==> config.mk <==
export PLATFORM = sky130hd
export DESIGN_NAME = pfw_walk
export DESIGN_NICKNAME = d
export VERILOG_FILES = /design/src/sv/pfw_pkg.sv /design/src/sv/pfw_walk.sv
export SDC_FILE = /design/constraint.sdc
export NUM_CORES = 1
export LEC_CHECK = 0
export BUFFER_PORTS_ARGS = -buffer_cell sky130_fd_sc_hd__buf_2
export CORE_AREA = 2 2 142 144
export DETAILED_ROUTE_END_ITERATION = 10
export DIE_AREA = 0 0 144 146
export GPL_ROUTABILITY_DRIVEN = 0
export PLACE_DENSITY = 0.8
export SYNTH_ARGS = -nofsm -noshare
export SYNTH_HDL_FRONTEND = slang
export SYNTH_SLANG_ARGS = --single-unit
==> constraint.sdc <==
create_clock -name clk -period 4.66 [get_ports clk]
set_input_delay 0.233 -clock clk [delete_from_list [all_inputs] [get_ports clk]]
set_output_delay 0.233 -clock clk [all_outputs]
set_load 0.005 [all_outputs]
==> src/sv/pfw_pkg.sv <==
package pfw_pkg;

  // Physical word store size and index width
  localparam int MEM_WORDS = 4096;
  localparam int MEM_AW    = $clog2(MEM_WORDS);

  localparam int ROOT_W    = 15;
  localparam int PADDR_W   = 2;

  // Configuration register addresses
  localparam logic [PADDR_W-1:0] REG_PAGE_ROOT = 2'd0;

  // Result status codes
  typedef enum logic [1:0] {
    ST_OK    = 2'd0,
    ST_FAULT = 2'd1,
    ST_WDONE = 2'd2,
    ST_WREJ  = 2'd3
  } status_t;

  // Walker sequencer states
  typedef enum logic [1:0] {
    S_CLEAR,
    S_IDLE,
    S_ADDR,
    S_DATA
  } state_t;

  // Word store access from the walker
  typedef struct packed {
    logic              we;
    logic [MEM_AW-1:0] waddr;
    logic [63:0]       wdata;
    logic              re;
    logic [MEM_AW-1:0] raddr;
  } ram_req_t;

  // Finished result handed to the output register
  typedef struct packed {
    logic        load;
    status_t     status;
    logic [63:0] phys;
  } result_t;

endpackage

==> src/sv/pfw_walk.sv <==
module pfw_walk (
  input  logic                   clk,
  input  logic                   rst,
  input  logic                   in_valid,
  output logic                   in_stall,
  input  logic                   mode,
  input  logic [63:0]            address,
  input  logic [63:0]            write_data,
  input  logic                   out_block,
  input  logic [pfw_pkg::ROOT_W-1:0] page_root,
  input  logic [63:0]            rdata,
  output pfw_pkg::ram_req_t      ram_req,
  output pfw_pkg::result_t       res
);
  import pfw_pkg::*;

  state_t            state, state_next;
  logic [1:0]        level, level_next;
  logic [63:0]       base, base_next;
  logic [47:0]       vaddr, vaddr_next;
  logic              oor, oor_next;
  logic [MEM_AW-1:0] clr_idx, clr_idx_next;

  logic              accept;
  logic              wr_bad;
  logic [8:0]        idx;
  logic [63:0]       ea;
  logic              ea_oor;
  logic [63:0]       entry;

  assign in_stall = (state != S_IDLE) || out_block;
  assign accept   = in_valid && !in_stall;

  // write checks: alignment and range
  assign wr_bad = (address[2:0] != 3'd0) || (address[63:3] >= 61'(MEM_WORDS));

  // table index for the current level
  always_comb begin
    case (level)
      2'd0:    idx = vaddr[47:39];
      2'd1:    idx = vaddr[38:30];
      2'd2:    idx = vaddr[29:21];
      default: idx = vaddr[20:12];
    endcase
  end

  // shared address unit: entry address and range test
  assign ea     = base + {52'd0, idx, 3'd0};
  assign ea_oor = ea[63:3] >= 61'(MEM_WORDS);

  // out-of-range entries read as zero
  assign entry = oor ? 64'd0 : rdata;

  // state register and datapath registers
  always_ff @(posedge clk) begin
    if (rst) begin
      state   <= S_CLEAR;
      clr_idx <= '0;
    end else begin
      state   <= state_next;
      clr_idx <= clr_idx_next;
    end
  end

  always_ff @(posedge clk) begin
    level <= level_next;
    base  <= base_next;
    vaddr <= vaddr_next;
    oor   <= oor_next;
  end

  // sequencer
  always_comb begin
    state_next    = state;
    level_next    = level;
    base_next     = base;
    vaddr_next    = vaddr;
    oor_next      = oor;
    clr_idx_next  = clr_idx;
    ram_req       = '0;
    ram_req.raddr = ea[MEM_AW+2:3];
    res           = '0;
    res.status    = ST_OK;

    case (state)
      S_CLEAR: begin
        ram_req.we    = 1'b1;
        ram_req.waddr = clr_idx;
        ram_req.wdata = 64'd0;
        clr_idx_next  = clr_idx + MEM_AW'(1);
        if (clr_idx == MEM_AW'(MEM_WORDS - 1)) begin
          state_next = S_IDLE;
        end
      end
      S_IDLE: begin
        if (accept) begin
          if (!mode) begin
            // memory write finishes in the accept cycle
            ram_req.we    = !wr_bad;
            ram_req.waddr = address[MEM_AW+2:3];
            ram_req.wdata = write_data;
            res.load      = 1'b1;
            res.status    = wr_bad ? ST_WREJ : ST_WDONE;
          end else begin
            level_next = 2'd0;
            base_next  = {49'd0, page_root[ROOT_W-1:3], 3'd0};
            vaddr_next = address[47:0];
            state_next = S_ADDR;
          end
        end
      end
      S_ADDR: begin
        ram_req.re = 1'b1;
        oor_next   = ea_oor;
        state_next = S_DATA;
      end
      S_DATA: begin
        if (!entry[0]) begin
          res.load   = 1'b1;
          res.status = ST_FAULT;
          state_next = S_IDLE;
        end else if (level == 2'd3) begin
          // final base has zero low bits, so the offset just fills them
          res.load   = 1'b1;
          res.status = ST_OK;
          res.phys   = {entry[63:12], vaddr[11:0]};
          state_next = S_IDLE;
        end else begin
          base_next  = {entry[63:12], 12'd0};
          level_next = level + 2'd1;
          state_next = S_ADDR;
        end
      end
      default: begin
        state_next = S_IDLE;
      end
    endcase
  end

endmodule

==> flow_summary.json <==
{
  "peakVddDrop_mv": 0.2402,
  "hold_violations": 0,
  "synth_top_family_by_area": "simple AND/OR/NAND/NOR gates",
  "area_growth_pct": 36.77,
  "htree_levels": 4,
  "report.final.slew_viol_count": 0,
  "vias_per_cell": 5.312,
  "cap_viol_max_count": 0,
  "yosysSeqAreaShare_pct": 46.96,
  "holdWs_ns": 0.01450,
  "numCtsBuffers": 17,
  "synthCells": 816,
  "internal_power_uw": 2164,
  "grt_pass1_vias": 7413,
  "synth_flop_cell": "edfxtp_1",
  "clock_skew_ns": 0.008007,
  "portBuffers": 355,
  "async_reset_ff_share_pct": 0,
  "start_util_pct": 40.13,
  "crit_cells": 15,
  "fin_setup_tns_ns": 0,
  "first_pass_iters": 6,
  "p_sw_uw": 611.5,
  "regToRegSetupSlack_ns": 0.30,
  "ant_nets": 0,
  "overflow": 0,
  "path_buf_inv": 1,
  "synthTopCellsByArea": "edfxtp_1 (43%), and2_1 (7.2%), nor2_1 (6.8%)",
  "post-route-min-period_ns": 4.357,
  "synth-edff-count": 112,
  "placed_cells": 1405,
  "antenna_found_initial": 1,
  "min_from": "address[14]",
  "die_w_um": 144,
  "clkTransAtPathRegs_ns": 0.06,
  "syn_area_um2": 7759,
  "layoutNonFillerInstCount": 1457,
  "syn_nets": 1043,
  "hpwl_um": 21560,
  "grt_usage_pct": 25.90,
  "pwr-share-seq_pct": 44.1,
  "wl_per_cell_um": 19.04,
  "clock_path_buffers": 2,
  "cp_slowest_cell": "fa_1",
  "powerDensity_nw_per_um2": 261.6,
  "critPathMaxFanout": 9,
  "core_area_um2": 19330,
  "rr_worst_depth": 15,
  "hold_end": "vaddr[14]",
  "rr_startpoint": "level[0]",
  "die_h_um": 146,
  "synth_xor_area_share_pct": 4.177,
  "end_kind": "flop",
  "layout.nets": 1405,
  "synth-compound-area-share_pct": 9.869,
  "fin_ws_ns": 0.3034,
  "synth_top_cell_by_area": "edfxtp_1",
  "swShare_pct": 22.03,
  "crit_path_frequent_cell": "nand4_1",
  "min_path_type": "primary input to flop",
  "max_clock_freq_mhz": 229.5,
  "detail_route.iter0.violations": 759,
  "power_uw": 2776,
  "drc": 0,
  "cellLeakagePower_uw": 0.004683,
  "synth_top_area_share_pct": 43.35,
  "yosysUniqueCellTypes": 65,
  "grt_max_degree": 79,
  "cts_tree": "done",
  "synth-simple-area-share_pct": 31.88,
  "rows": 51,
  "final.period_utilization_pct": 93.49,
  "synth-seq-cells": 126,
  "dieArea_um2": 21020,
  "clk_latency_ns": 0.43,
  "synthMuxAreaShare_pct": 1.693,
  "dp_slack_ns": 0.3070,
  "drive_gt1_share_pct": 35.94,
  "maxSlewHeadroom_pct": 33.73,
  "pwr-share-comb_pct": 5.3,
  "crit_path_max_incr_delay_ns": 0.44,
  "clock_sinks": 126,
  "rsz0062_at_grt": "false",
  "startpoint_type": "flop",
  "clockPowerShare_pct": 50.5,
  "cts-root-buf": "clkbuf_16",
  "regToRegEndpoint": "oor",
  "worstPathRequired_ns": 4.80,
  "vias": 7739,
  "path_delay_family": "compound AO/OA/AOI/OAI gates",
  "ys.warnings.count": 0,
  "wl_um": 27740,
  "post_cts_buffers": 0,
  "setup_violations": 0,
  "critical_path.cell_chain": "inv_1 -> ha_2 -> a222oi_1 -> mux2i_1 -> ha_1 -> fa_1 -> a211oi_2 -> nor3_2 -> o31ai_4 -> nor2_1 -> a311o_1 -> a2111oi_2 -> nand4_1 -> nor4_1 -> nand4_1",
  "grt_pass1_wl_um": 41430,
  "critPathKind": "flop to flop",
  "worst_pin_slew_ns": 0.9940,
  "worst_hold_path.num_cells": 1,
  "synth_adder_area_share_pct": 2.516,
  "io_pins": 370,
  "cp.arrival_ns": 4.50,
  "status": "complete, no violations",
  "synth_area_per_cell_um2": 9.508
}
==> logic make-up after synthesis <==
kind of cell,Yosys count
buffers and inverters,58
muxes,13
and+or+nand+nor,464
xor gates and xnor gates,37
DFF,126
adders and majority gates,15
AOI/OAI and AO/OA,103
==> registers in the layout, summed over array words and instances, names as in the netlist <==
signal / flops
state: 2
base: 61
level: 2
vaddr: 48
oor: 1
clr_idx: 12
==> placed cells by master, fill, tap and decap left out, types with 4 or more instances in the layout <==
cell	n
a22o_1	12
xor2_1	16
clkbuf_16	17
or3_1	5
edfxtp_1	112
and3_1	15
inv_1	18
nor3_1	17
o21a_1	5
nand2b_1	53
buf_4	8
o21ai_0	19
mux2i_1	12
a21o_1	4
dlygate4sd3_1	19
xnor2_1	21
o211ai_1	6
a31oi_1	5
inv_6	4
and2_1	89
dfxtp_1	14
ha_1	11
nand4_1	24
a222oi_1	9
buf_2	355
or2_2	5
nand3_1	30
and4_1	5
nand2_1	39
nor2_1	141
nor4_1	22
a21oi_1	16
==> how the worst max path moves through the flow <==
stage | endpoint | start | slack, ns
3_5_place_dp | oor | level[0] | 0.31
5_1_grt | oor | level[0] | 0.06
2_1_floorplan | base[10] | state[0] | 0.08
6_report | oor | level[0] | 0.30
3_3_place_gp | oor | level[0] | 0.44
4_1_cts | oor | level[0] | 0.24
==> repair_timing <==
item | in CTS | in global routing
hold endpoints to repair | 19 | 0
endpoints found under the setup margin | 0 | 1
hold buffers | 19 | 0
gates resized for setup | 0 | 3
==> power groups by stage <==
| stage | logic, uW | registers, uW | clock network, uW |
|---|---|---|---|
| floorplan | 27.2 | 1250 | 0 |
| global placement | 131 | 1250 | 0 |
| detailed placement | 133 | 1250 | 0 |
| CTS | 147 | 1230 | 1420 |
| global route | 161 | 1230 | 1460 |
| finish | 148 | 1230 | 1400 |
==> synth_stat cells (all sizes together), types with 18 or more instances <==
cell    instances
nor2          143
edfxtp        112
and2           89
nand2b         53
nand2          40
clkbuf         32
nand3          32
nand4          25
nor4           22
xnor2          21
inv            19
o21ai          19
nor3           18
==> area by class of cell <==
class                      instances  area (um2)
clock inverter                    15       198.9
inverter                          19       71.32
sequential                       126        3643
multi-input combinational        632        3911
antenna                            1       2.502
clock buffer                      17       425.4
tap                              265       331.6
timing repair buffer             382        2027
fill                            1713        8723
==> metrics by stage <==
stage / instance area, um2 / util, %
global placement: 9787 / 50.62
global route: 10610 / 54.87
detailed placement: 9787 / 50.62
CTS: 10600 / 54.83
finish: 10610 / 54.88
floorplan: 7759 / -
==> routing by layer <==
metal	GRT usage (%)	vias to the layer above	wire [um]
li1	-	3657	-
met1	31.91	3586	10690
met2	42.95	428	13530
met3	8.259	66	2751
met4	7.941	2	702
met5	2.392	-	67
(Power assumes the default switching activity.)
